$ cat config.mk
export PLATFORM = sky130hd
export DESIGN_NAME = coo_ctrl
export DESIGN_NICKNAME = d
export VERILOG_FILES = /design/src/rtl/coo_pkg.sv /design/src/rtl/coo_ctrl.sv
export VERILOG_INCLUDE_DIRS = /design/src /design/src/rtl
export SDC_FILE = /design/constraint.sdc
export NUM_CORES = 1
export LEC_CHECK = 0
export ABC_AREA = 0
export BUFFER_PORTS_ARGS = -buffer_cell sky130_fd_sc_hd__buf_4
export CAP_MARGIN = 25
export CORE_MARGIN = 2
export CORE_UTILIZATION = 38
export DETAILED_ROUTE_END_ITERATION = 12
export GPL_ROUTABILITY_DRIVEN = 1
export SETUP_SLACK_MARGIN = 0.5
export SLEW_MARGIN = 20
export SYNTH_ARGS = -nofsm -noshare
export SYNTH_HDL_FRONTEND = slang
export SYNTH_SLANG_ARGS = --single-unit
export TNS_END_PERCENT = 100
$ cat constraint.sdc
create_clock -name clk -period 13.1 [get_ports clk]
set_clock_uncertainty 0.05 [all_clocks]
set_input_delay 3.93 -clock clk [delete_from_list [all_inputs] [get_ports clk]]
set_output_delay 3.93 -clock clk [all_outputs]
set_load 0.03 [all_outputs]
$ cat src/rtl/coo_sparse_entry_table_unit_assert.svh
// Assertion macros for the sparse entry table RTL, included by the scan sequencer.
`ifndef COO_SPARSE_ENTRY_TABLE_UNIT_ASSERT_SVH
`define COO_SPARSE_ENTRY_TABLE_UNIT_ASSERT_SVH

// Property that must hold at every clock edge outside reset.
`define COO_ASSERT(label, prop, msg) \
  label: assert property (@(posedge clk) disable iff (rst) (prop)) else $error(msg);

// Same-cycle implication.
`define COO_ASSERT_IMPL(label, pre, post, msg) \
  label: assert property (@(posedge clk) disable iff (rst) (pre) |-> (post)) else $error(msg);

// Next-cycle implication.
`define COO_ASSERT_NEXT(label, pre, post, msg) \
  label: assert property (@(posedge clk) disable iff (rst) (pre) |=> (post)) else $error(msg);

`endif

$ cat src/rtl/coo_pkg.sv
// Types and constants of the sparse entry table.
package coo_pkg;

  localparam int CAPACITY_DEF   = 256;
  localparam int INDEX_BITS_DEF = 16;
  localparam int ROW_W          = 16;
  localparam int VALUE_W        = 64;
  localparam int COUNT_W        = 9;

  // Request codes
  localparam logic ACT_GET = 1'b0;
  localparam logic ACT_SET = 1'b1;

  typedef struct packed {
    logic               action;
    logic [ROW_W-1:0]   row;
    logic [ROW_W-1:0]   col;
    logic [VALUE_W-1:0] write_value;
  } req_t;

  typedef struct packed {
    logic [VALUE_W-1:0] read_value;
    logic               found;
    logic               table_full;
    logic [COUNT_W-1:0] entry_count;
  } rsp_t;

  typedef enum logic [1:0] {
    ST_IDLE,
    ST_SCAN,
    ST_DONE
  } state_t;

endpackage

$ cat src/rtl/coo_ctrl.sv
// Scan sequencer: streams stored entries, matches keys, updates or appends.
module coo_ctrl #(
  parameter int CAPACITY   = coo_pkg::CAPACITY_DEF,
  parameter int INDEX_BITS = coo_pkg::INDEX_BITS_DEF,
  localparam int AW        = $clog2(CAPACITY),
  localparam int KEY_W     = (INDEX_BITS < coo_pkg::ROW_W) ? INDEX_BITS : coo_pkg::ROW_W,
  localparam int ENTRY_W   = 2 * KEY_W + coo_pkg::VALUE_W
) (
  input  logic                clk,
  input  logic                rst,
  input  logic                req_valid,
  output logic                req_stall,
  input  coo_pkg::req_t       req,
  output logic                rsp_valid,
  input  logic                rsp_stall,
  output coo_pkg::rsp_t       rsp,
  output logic [AW-1:0]       mem_raddr,
  input  logic [ENTRY_W-1:0]  mem_rdata,
  output logic                mem_we,
  output logic [AW-1:0]       mem_waddr,
  output logic [ENTRY_W-1:0]  mem_wdata
);

  localparam int CW = $clog2(CAPACITY + 1);
  localparam int VW = coo_pkg::VALUE_W;

  coo_pkg::state_t state, state_next;
  logic [CW-1:0]   count, count_next;
  logic [CW-1:0]   idx, idx_next;
  logic            pend, pend_next;
  logic [AW-1:0]   raddr_q, raddr_next;
  logic            hit, hit_next;
  logic [AW-1:0]   hit_addr, hit_addr_next;
  logic [VW-1:0]   hit_value, hit_value_next;
  coo_pkg::req_t   req_q, req_next;
  coo_pkg::rsp_t   rsp_q, rsp_next;
  logic            rsp_valid_next;

  logic [KEY_W-1:0] key_row, key_col;
  logic             match, is_set, room, out_free, append_fire;

  assign key_row  = req_q.row[KEY_W-1:0];
  assign key_col  = req_q.col[KEY_W-1:0];
  assign match    = (mem_rdata[ENTRY_W-1 -: KEY_W] == key_row) &&
                    (mem_rdata[VW+KEY_W-1 -: KEY_W] == key_col);
  assign is_set   = (req_q.action == coo_pkg::ACT_SET);
  assign room     = (count < CW'(CAPACITY));
  assign out_free = !rsp_valid || !rsp_stall;
  assign append_fire = (state == coo_pkg::ST_DONE) && out_free && is_set && !hit && room;

  assign req_stall = (state != coo_pkg::ST_IDLE);
  assign mem_raddr = idx[AW-1:0];
  assign rsp       = rsp_q;

  // next state, memory writes and result
  always_comb begin
    logic [CW+8:0] cnt_ext;
    state_next     = state;
    count_next     = count;
    idx_next       = idx;
    pend_next      = 1'b0;
    raddr_next     = raddr_q;
    hit_next       = hit;
    hit_addr_next  = hit_addr;
    hit_value_next = hit_value;
    req_next       = req_q;
    rsp_next       = rsp_q;
    rsp_valid_next = rsp_valid;
    mem_we         = 1'b0;
    mem_waddr      = hit_addr;
    mem_wdata      = {key_row, key_col, req_q.write_value};
    cnt_ext        = '0;

    if (rsp_valid && !rsp_stall) begin
      rsp_valid_next = 1'b0;
    end

    case (state)
      coo_pkg::ST_IDLE: begin
        if (req_valid) begin
          req_next   = req;
          idx_next   = '0;
          state_next = coo_pkg::ST_SCAN;
        end
      end
      coo_pkg::ST_SCAN: begin
        // one read issued per cycle, compare the one that came back
        if (pend && match) begin
          hit_next       = 1'b1;
          hit_addr_next  = raddr_q;
          hit_value_next = mem_rdata[VW-1:0];
          state_next     = coo_pkg::ST_DONE;
        end else if (idx == count) begin
          hit_next   = 1'b0;
          state_next = coo_pkg::ST_DONE;
        end else begin
          pend_next  = 1'b1;
          raddr_next = idx[AW-1:0];
          idx_next   = idx + CW'(1);
        end
      end
      coo_pkg::ST_DONE: begin
        if (out_free) begin
          if (is_set && hit) begin
            mem_we    = 1'b1;
            mem_waddr = hit_addr;
          end else if (append_fire) begin
            mem_we     = 1'b1;
            mem_waddr  = count[AW-1:0];
            count_next = count + CW'(1);
          end
          cnt_ext              = {9'd0, count_next};
          rsp_next.read_value  = (!is_set && hit) ? hit_value : '0;
          rsp_next.found       = hit;
          rsp_next.table_full  = is_set && !hit && !room;
          rsp_next.entry_count = cnt_ext[8:0];
          rsp_valid_next       = 1'b1;
          state_next           = coo_pkg::ST_IDLE;
        end
      end
      default: begin
        state_next = coo_pkg::ST_IDLE;
      end
    endcase
  end

  // control registers
  always_ff @(posedge clk) begin
    if (rst) begin
      state     <= coo_pkg::ST_IDLE;
      count     <= '0;
      pend      <= 1'b0;
      rsp_valid <= 1'b0;
    end else begin
      state     <= state_next;
      count     <= count_next;
      pend      <= pend_next;
      rsp_valid <= rsp_valid_next;
    end
  end

  // payload registers
  always_ff @(posedge clk) begin
    idx       <= idx_next;
    raddr_q   <= raddr_next;
    hit       <= hit_next;
    hit_addr  <= hit_addr_next;
    hit_value <= hit_value_next;
    req_q     <= req_next;
    rsp_q     <= rsp_next;
  end

`include "coo_sparse_entry_table_unit_assert.svh"

  `COO_ASSERT(a_count_bound, count <= CW'(CAPACITY), "entry count above capacity")
  `COO_ASSERT_IMPL(a_scan_bound, state == coo_pkg::ST_SCAN, idx <= count, "scan ran past count")
  `COO_ASSERT_IMPL(a_read_below_count, pend, raddr_q < count, "read of an entry at or above count")
  `COO_ASSERT_NEXT(a_append_step, append_fire, count == $past(count) + CW'(1), "append did not bump count")

endmodule

==> qor.yml, run 1 <==
coreArea_sq_mm: 0.0253
ys_types: 38
slew_violations: 0
numPortBuffers: 386
ys_seq_area_share_pct: 82.7
route.detailed.drc: 0
design_area_sq_mm: 0.0140
cts_tree: "built"
synth-edff-count: 262
grt.total_usage_pct: 18.4
avgViaCountPerCell: 4.67
wirelength_microns: 26000
fmax_mhz: 109
topRoutingLayerUsed: "met4"
routedWlPerCell_microns: 20.1
drt_iter0_drc: 408
start_util_pct: 38.9
synth_area_leaders: "edfxtp_1, and3_1, xnor2_1"
die_area_sq_mm: 0.0272
grt_pass1_vias: 6176
syn_avg_cell_area_sq_um: 18.2
finalNetCount: 1137
worst_ir_drop_vdd_v: 0.000130
yosysTopAreaCell: "edfxtp_1"
path_clk_slew_ns: 0.06
clockBufferDepth: 3
worstSkewPairLatency_ns: 0.54
synthFlopType: "edfxtp_1"
min_path_type: "register to register"
syn_area_sq_mm: 0.00982
vias: 6035
wl_met1_microns: 9190
num_io_pins: 387
route.met3.wl_microns: 2880
cts_hold_buf: 0
endpoint_kind: "output pin"
numCtsBuffers: 28
path_class: "input pin to output pin"
final_cell_mix: "buf_4, edfxtp_1, and3_1"
ant_nets: 0
critPathLaunchType: "input pin"
cp.required_ns: 9.12
grt_pass1_wl_microns: 36500
min_period_ns: 9.16
tns_ns: 0
cts_setup_buffers: 0
syn_inst: 541
fin_crit_sh_pct: 69.9
grt_max_degree: 73
root_buffer: "clkbuf_16"
hpwl_microns: 19300
final_common_cell: "buf_4"
die_y_microns: 165
h-tree-depth: 1
leakage_uw: 0.00567
cts_sinks: 275
dpl_cell_area_sq_mm: 0.0131
hold_viol_final: 0
crit_path_max_fanout: 16
layout-drive-gt1-share_pct: 45.7
syn_nets: 740
rsz0062_at_grt: "false"
slew_headroom_pct: 35.3
rows: 58
cts_resized: 0
cp_data_arrival_time_ns: 5.18
die_w_microns: 165
maxCapViolCount: 0
route.met2.wl_microns: 13400
outcome: "finished, final reports clean"
whs_ns: 0.368
grt_remaining_overflow: 0
ys_seq_elements: 275
tightest_slew_ns: 0.970
setup_viol: 0
async_flop_share_pct: 0
finalWeightedCongestion: 0.800
ys_warn_count: 0
antenna_found_initial: 3
firstDrtPassIters: 4
area_delta_synth_final_pct: 42.5
synth_top_cell_area_share_pct: 80.1
cellPowerDensity_mw_per_mm2: 145
[cells by family (layout without fill, tap and decap cells)]
family | Yosys count | in the layout | synth area share, %
other | 0 | 3 | 0
DFF | 275 | 275 | 82.7
buffers and inverters | 28 | 447 | 1.49
AOI/OAI and AO/OA | 14 | 14 | 0.815
and+or+nand+nor | 169 | 169 | 9.79
muxes | 1 | 1 | 0.115
xor gates and xnor gates | 52 | 52 | 4.79
adders and majority gates | 2 | 2 | 0.255
[area by class of cell]
cell class | instances | area (sq um)
clock buffers | 36 | 731
fillers | 2113 | 11300
multi-input cells | 238 | 1570
inverters | 4 | 15.0
well taps | 330 | 413
clock inverters | 16 | 183
repair buffers | 391 | 2950
flip-flops and latches | 275 | 8130
diodes | 3 | 7.51
[per-stage QoR]
step | total power, uW | instances | setup WS (ns) | utilization (%)
2_1_floorplan | 1150 | 541 | 1.96 | -
3_3_place_gp | 1250 | 1237 | 4.04 | 51.7
3_5_place_dp | 1250 | 1238 | 3.95 | 51.8
4_1_cts | 2050 | 1290 | 3.95 | 55.4
5_1_grt | 2100 | 1293 | 3.86 | 55.4
6_report | 2020 | 1293 | 3.94 | 55.4
[layer usage]
layer	GRT usage, %	up-vias
li1	-	2827
met4	6.32	0
met2	32.5	277
met1	20.3	2889
met5	0	-
met3	7.03	42
[final timing paths]
kind	from	to	slack (ns)	cells after the start
worst max register to register	key_row[6]	hit_value[60]	10.22	6
worst max-delay path	rsp_stall	mem_waddr[5]	3.94	6
worst min register to register	raddr_q[7]	hit_addr[7]	0.37	0
worst min-delay path	raddr_q[7]	hit_addr[7]	0.37	0
[registers in the layout, summed over array words and instances, names as in the netlist]
signal     cells
rsp_valid      1
count          9
hit            1
is_set         1
pend           1
hit_value     64
key_col       16
key_row       16
raddr_q        8
hit_addr       8
rsp           75
idx            9
state          2
mem_wdata     64
[worst max-delay path, stage by stage]
cell and delay, ns:
buf_4 0.12, nand2_1 0.09, and4bb_1 0.64, nand2_1 0.13, nand2_1 0.10, buf_4 0.16
[cell usage after synthesis, drive strengths merged (5+ instances only)]
master and n:
dfxtp 13, nand3 9, nor2b 9, edfxtp 262, nand2 31, and2 18, nor3 5, xor2 16
nor2 12, and3 54, buf 10, xnor2 36, nand4 14, a21oi 7, clkbuf 14
[power breakdown]
part	internal, uW	switching, uW	leakage [uW]	total, uW
combinational	88.3	115	0.00267	204
clock	471	323	0.000445	794
sequential	1000	23.1	0.00256	1030
total	1560	461	0.00567	2020
No activity file was read; power rests on OpenSTA's default activity.
==> inputs of run 2 (changes only) <==
--- a/config.mk
+++ b/config.mk
@@ -13,6 +13,7 @@
 export CORE_UTILIZATION = 38
 export DETAILED_ROUTE_END_ITERATION = 12
 export GPL_ROUTABILITY_DRIVEN = 1
+export PLACE_DENSITY = 0.67
 export SETUP_SLACK_MARGIN = 0.5
 export SLEW_MARGIN = 20
 export SYNTH_ARGS = -nofsm -noshare
==> constraint.sdc (replaced) <==
create_clock -name clk -period 7.86 [get_ports clk]
set_clock_uncertainty 0.05 [all_clocks]
set_input_delay 2.358 -clock clk [delete_from_list [all_inputs] [get_ports clk]]
set_output_delay 2.358 -clock clk [all_outputs]
set_load 0.03 [all_outputs]
==> qor.yml, run 2 (same netlist as run 1, synthesis figures left out) <==
cp.required_ns: 5.45  # -3.67 ns
firstDrtPassIters: 7  # +3
dpl_cell_area_sq_mm: 0.0131  # -0.11%
hold_viol_final: 0  # unchanged
routedWlPerCell_microns: 20.2  # +0.62%
final_cell_mix: "buf_4, edfxtp_1, and3_1"
critPathLaunchType: "input pin"
path_clk_slew_ns: 0.06  # about the same
maxCapViolCount: 0  # unchanged
leakage_uw: 0.00570  # +0.51%
wirelength_microns: 26100  # +0.47%
cts_resized: 0  # unchanged
clockBufferDepth: 3  # unchanged
cp_data_arrival_time_ns: 3.60  # -1.58 ns
area_delta_synth_final_pct: 42.6  # about the same
outcome: "finished, final reports clean"
worstHoldStart: "raddr_q[6]"
largest_reg_flops: 75  # unchanged
setup_viol: 0  # unchanged
utilization_pct: 55.5  # about the same
worstSkewPairLatency_ns: 0.55  # about the same
finalNetCount: 1137  # unchanged
tightest_slew_ns: 0.964  # -0.00664 ns
drt_iter0_drc: 357  # -13%
holdPathStages: 0  # unchanged
rsz0062_at_grt: "false"
cts_sinks: 275  # unchanged
rr_startpoint: "key_col[3]"
layout-drive-gt1-share_pct: 46.3  # +0.58 points
num_io_pins: 387  # unchanged
endpoint_kind: "output pin"
coreArea_sq_mm: 0.0253  # unchanged
slew_violations: 0  # unchanged
finalWeightedCongestion: 0.775  # -3.1%
die_area_sq_mm: 0.0272  # unchanged
slew_headroom_pct: 35.8  # +0.44 points
path_class: "input pin to output pin"
min_path_type: "register to register"
hpwl_microns: 19200  # -0.49%
tns_ns: 0  # unchanged
cts_hold_buf: 0  # unchanged
vias: 6123  # +1.5%
grt_pass1_vias: 6258  # +1.3%
fmax_mhz: 166
grt_max_degree: 76  # +4.1%
cellPowerDensity_mw_per_mm2: 243  # +68%
avgViaCountPerCell: 4.74  # +1.6%
grt_pass1_wl_microns: 36700  # +0.70%
hold_end: "hit_addr[6]"
design_area_sq_mm: 0.0140  # about the same
root_buffer: "clkbuf_16"
fin_crit_sh_pct: 76.4
grt_remaining_overflow: 0  # unchanged
grt.total_usage_pct: 18.4  # about the same
min_period_ns: 6.01
num_antenna_cells: 0  # -3
worst_ir_drop_vdd_v: 0.000184  # +41%
r2r_slack_ns: 4.85  # -5.37 ns
cts_setup_buffers: 0  # unchanged
numCtsBuffers: 29  # +3.6%
r2r_end: "hit_addr[5]"
h-tree-depth: 1  # unchanged
reg2regPathDepth: 5  # -1
power_uw: 3400  # +68%
cts_tree: "built"
crit_path_max_fanout: 16  # unchanged
final_common_cell: "buf_4"
numPortBuffers: 386  # unchanged
route.detailed.drc: 0  # unchanged
ant_nets: 0  # unchanged
die_y_microns: 165  # unchanged
start_util_pct: 38.9  # unchanged
die_w_microns: 165  # unchanged
antenna_found_initial: 0  # -3
rows: 58  # unchanged
run 2: cell types whose count changed in the layout (fill, tap and decap cells not counted), sizes merged:
| cell | previous run | this run |
|---|---|---|
| inv | 4 | 7 |
| bufinv | 4 | 3 |
| clkinvlp | 0 | 1 |
| buf | 391 | 390 |
| diode | 3 | 0 |
| clkbuf | 36 | 35 |
run 2: worst max-delay path by stage:
stage,cells after the start,startpoint,end
floorplan,2,req_valid,is_set
global placement,6,rsp_stall,mem_waddr[1]
detailed placement,6,rsp_stall,mem_waddr[7]
CTS,6,rsp_stall,mem_waddr[7]
global route,6,rsp_stall,mem_waddr[7]
finish,6,rsp_stall,mem_waddr[5]
run 2: where the power goes:
group / total (uW) / leakage [uW] / internal (uW) / switching [uW]
sequential: 1710 / 0.00256 / 1670 / 39.9
combinational: 338 / 0.00267 / 145 / 193
clock: 1350 / 0.000465 / 784 / 564
run 2: stage by stage:
step,worst slack [ns],hold WS [ns],std cells
5_1_grt,1.69,0.379,1291
3_5_place_dp,1.86,0.355,1237
2_1_floorplan,0.824,0.350,541
3_3_place_gp,1.95,0.351,1237
6_report,1.85,0.364,1291
4_1_cts,1.87,0.362,1291
run 2: layer usage:
layer / share of wire [%] / track usage (%) / routed length, microns
met1: 38 / 21.6 / 9810
met2: 49 / 32.2 / 12900
met3: 10 / 6.43 / 2720
met4: 2.6 / 5.14 / 684
met5: 0 / 0 / 0
run 2: worst max-delay path, cell delays in order:
cell      delay [ns]
buf_4           0.13
nand2_1         0.09
and4bb_1        0.64
nand2_1         0.11
nand2_1         0.10
buf_4           0.16
run 2: layout make-up:
cell class / instances / area (sq um)
clock buffer: 35 / 748
clock inverter: 19 / 196
fill: 2100 / 11200
inverter: 4 / 15.0
multi-input combinational: 238 / 1580
sequential: 275 / 8130
tap: 330 / 413
timing repair buffer: 390 / 2930
==> inputs of run 3 (changes only) <==
--- a/config.mk
+++ b/config.mk
@@ -6,7 +6,7 @@
 export SDC_FILE = /design/constraint.sdc
 export NUM_CORES = 1
 export LEC_CHECK = 0
-export ABC_AREA = 0
+export ABC_AREA = 1
 export BUFFER_PORTS_ARGS = -buffer_cell sky130_fd_sc_hd__buf_4
 export CAP_MARGIN = 25
 export CORE_MARGIN = 2
==> constraint.sdc (replaced) <==
create_clock -name clk -period 5.3 [get_ports clk]
set_clock_uncertainty 0.05 [all_clocks]
set_input_delay 1.59 -clock clk [delete_from_list [all_inputs] [get_ports clk]]
set_output_delay 1.59 -clock clk [all_outputs]
set_load 0.03 [all_outputs]
==> qor.yml, run 3 <==
outcome: "finished, final reports clean"
fmax_mhz: 233
path_common_cell: "buf_4"
grt_max_degree: 76  # unchanged
synthTopCellsByCount: "edfxtp_1, inv_1, nand2_1, nor2_1, o21ai_0"
synth_top_cell_area_share_pct: 76.1  # -4.0 points
final_common_cell: "buf_4"
h-tree-depth: 1  # unchanged
finalNonFillerCells: 1559  # +21%
die_w_microns: 169  # +2.5%
grt_pass1_wl_microns: 39900  # +8.8%
path_clk_slew_ns: 0.07  # about the same
r2r_end: "hit_value[46]"
cts_hold_buf: 0  # unchanged
crit_cells: 6  # unchanged
ant_nets: 0  # unchanged
start_util_pct: 38.6  # -0.32 points
crit_path_max_incr_delay_ns: 0.28  # -0.36 ns
rsz0062_at_grt: "false"
ys_warn_count: 0  # unchanged
grt_remaining_overflow: 0  # unchanged
path_class: "input pin to output pin"
fin_crit_sh_pct: 81.1
hold_viol_final: 0  # unchanged
route.detailed.drc: 0  # unchanged
grtUsageMet2_pct: 31.6  # -0.53 points
async_flop_share_pct: 0  # unchanged
cts_sinks: 275  # unchanged
rr_startpoint: "key_row[12]"
maxCapViolCount: 0  # unchanged
cp.required_ns: 3.66  # -1.79 ns
yosysMostFrequentCell: "edfxtp_1"
syn_area_sq_mm: 0.0103  # +5.2%
firstDrtPassIters: 5  # -2
setup_viol: 0  # unchanged
antenna_found_initial: 2  # +2
grt.total_usage_pct: 18.5  # +0.067 points
drt_iter0_drc: 500  # +40%
cts_tree: "built"
numCtsBuffers: 30  # +3.4%
synthFlopType: "edfxtp_1"
grt_pass1_vias: 7029  # +12%
tns_ns: 0  # unchanged
ys_types: 28  # -26%
ys_seq_elements: 275  # unchanged
largest_reg_flops: 75  # unchanged
crit_family: "simple AND/OR/NAND/NOR gates"
wirelength_microns: 27400  # +4.9%
layout-drive-gt1-share_pct: 37.7  # -8.6 points
r2r_slack_ns: 2.80  # -2.05 ns
endpoint_kind: "output pin"
syn_inst: 786  # +45%
dp.cells: 1501  # +21%
path_buf_inv: 2  # unchanged
routedWlPerCell_microns: 17.6  # -13%
leakage_uw: 0.00649  # +14%
multi_input_area_sq_mm: 0.00164  # +3.8%
worstSkewPairLatency_ns: 0.56  # about the same
ys_seq_area_share_pct: 78.6  # -4.1 points
min_path_type: "register to register"
syn_nets: 985  # +33%
min_period_ns: 4.30
gr-max-usage-layer: "met2"
coreArea_sq_mm: 0.0268  # +6.1%
grt_use_met3_pct: 8.65  # +2.2 points
slew_headroom_pct: 34.5  # -1.3 points
synth-edff-count: 262  # unchanged
power_uw: 5340  # +57%
synth_area_leaders: "edfxtp_1, inv_1, nand2_1"
slowest_stage: "nand2_4"
cts_resized: 0  # unchanged
final_cell_mix: "buf_4, edfxtp_1, inv_1"
path_cells: "buf_4 -> a21oi_4 -> nand2_4 -> nand2_1 -> o21ai_4 -> buf_4"
num_io_pins: 387  # unchanged
yosysTopAreaCell: "edfxtp_1"
root_buffer: "clkbuf_16"
finalNetCount: 1391  # +22%
rows: 60  # +3.4%
syn_avg_cell_area_sq_um: 13.2  # -28%
avgViaCountPerCell: 4.50  # -5.0%
finalWeightedCongestion: 0.844  # +9.0%
cp_data_arrival_time_ns: 2.66  # -0.94 ns
cp-endpoint: "mem_waddr[6]"
nFillCells: 2270  # +8.1%
crit_start: "rsp_stall"
cts_setup_buffers: 0  # unchanged
cellPowerDensity_mw_per_mm2: 364  # +50%
numPortBuffers: 386  # unchanged
worst_ir_drop_vdd_v: 0.000259  # +41%
die_area_sq_mm: 0.0285  # +5.1%
die_y_microns: 169  # +2.5%
clockBufferDepth: 3  # unchanged
area_delta_synth_final_pct: 41.9
use_met1_pct: 20.6  # -0.99 points
hpwl_microns: 20700  # +7.8%
regArea_sq_mm: 0.00813  # unchanged
critPathLaunchType: "input pin"
tightest_slew_ns: 0.983  # +0.0189 ns
vias: 7021  # +15%
slew_violations: 0  # unchanged
crit_path_max_fanout: 24  # +8
reg2regPathDepth: 7  # +2
## run 3: changes by cell type after synthesis, sizes merged, moves of 9 or more
cell	change
xnor2	-29
o21ai	+19
inv	+150
nand4	-10
nand2	+99
nor2b	-9
and3	-54
nor2	+107
and2	-15
## run 3: worst min path at each step
stage | from | end | slack (ns) | depth (start not counted)
3_5_place_dp | raddr_q[3] | hit_addr[3] | 0.36 | 0
5_1_grt | raddr_q[2] | hit_addr[2] | 0.37 | 0
4_1_cts | raddr_q[3] | hit_addr[3] | 0.37 | 0
6_report | raddr_q[7] | hit_addr[7] | 0.36 | 0
2_1_floorplan | raddr_q[0] | hit_addr[0] | 0.35 | 0
3_3_place_gp | raddr_q[5] | hit_addr[5] | 0.35 | 0
## run 3: where the power goes
| part | internal, uW | switching [uW] |
|---|---|---|
| Sequential | 2550 | 75.6 |
| Combinational | 289 | 482 |
| Clock | 1090 | 853 |
| Total | 3930 | 1410 |
## run 3: area by class of cell
cell class	instances	share of cell area [%]
Sequential cell	275	55.4
Timing Repair Buffer	391	20.2
Multi-Input combinational cell	340	11.2
Clock buffer	35	5.25
Inverter	154	3.97
Tap cell	341	2.91
Clock inverter	21	1.03
Antenna cell	2	0.0341
## run 3: kinds of logic (layout without fill, tap and decap cells)
logic type	after synthesis	in the layout	synth area share [%]
flip-flops	275	275	78.6
adder cells (fa/ha/maj)	2	2	0.242
XOR/XNOR	19	19	1.61
buffers and inverters	171	601	6.51
AO/OA/AOI/OAI	34	34	1.71
AND/OR/NAND/NOR	285	285	11.3
other	0	2	0
## run 3: layer usage
layer	share of wire [%]	wire length [microns]
met3	13	3490
met2	49	13300
met1	36	9890
met5	0	0
met4	2.5	692
## run 3: stage by stage
stage          instance area, sq um  utilization (%)  hold WS (ns)  worst slack, ns
5_1_grt                       14700             54.7         0.369            0.935
6_report                      14700             54.7         0.364             1.00
3_5_place_dp                  13700             51.3         0.356            0.999
2_1_floorplan                 10500                -         0.350           0.0355
3_3_place_gp                  13700             51.2         0.352             1.05
4_1_cts                       14700             54.7         0.370            0.999
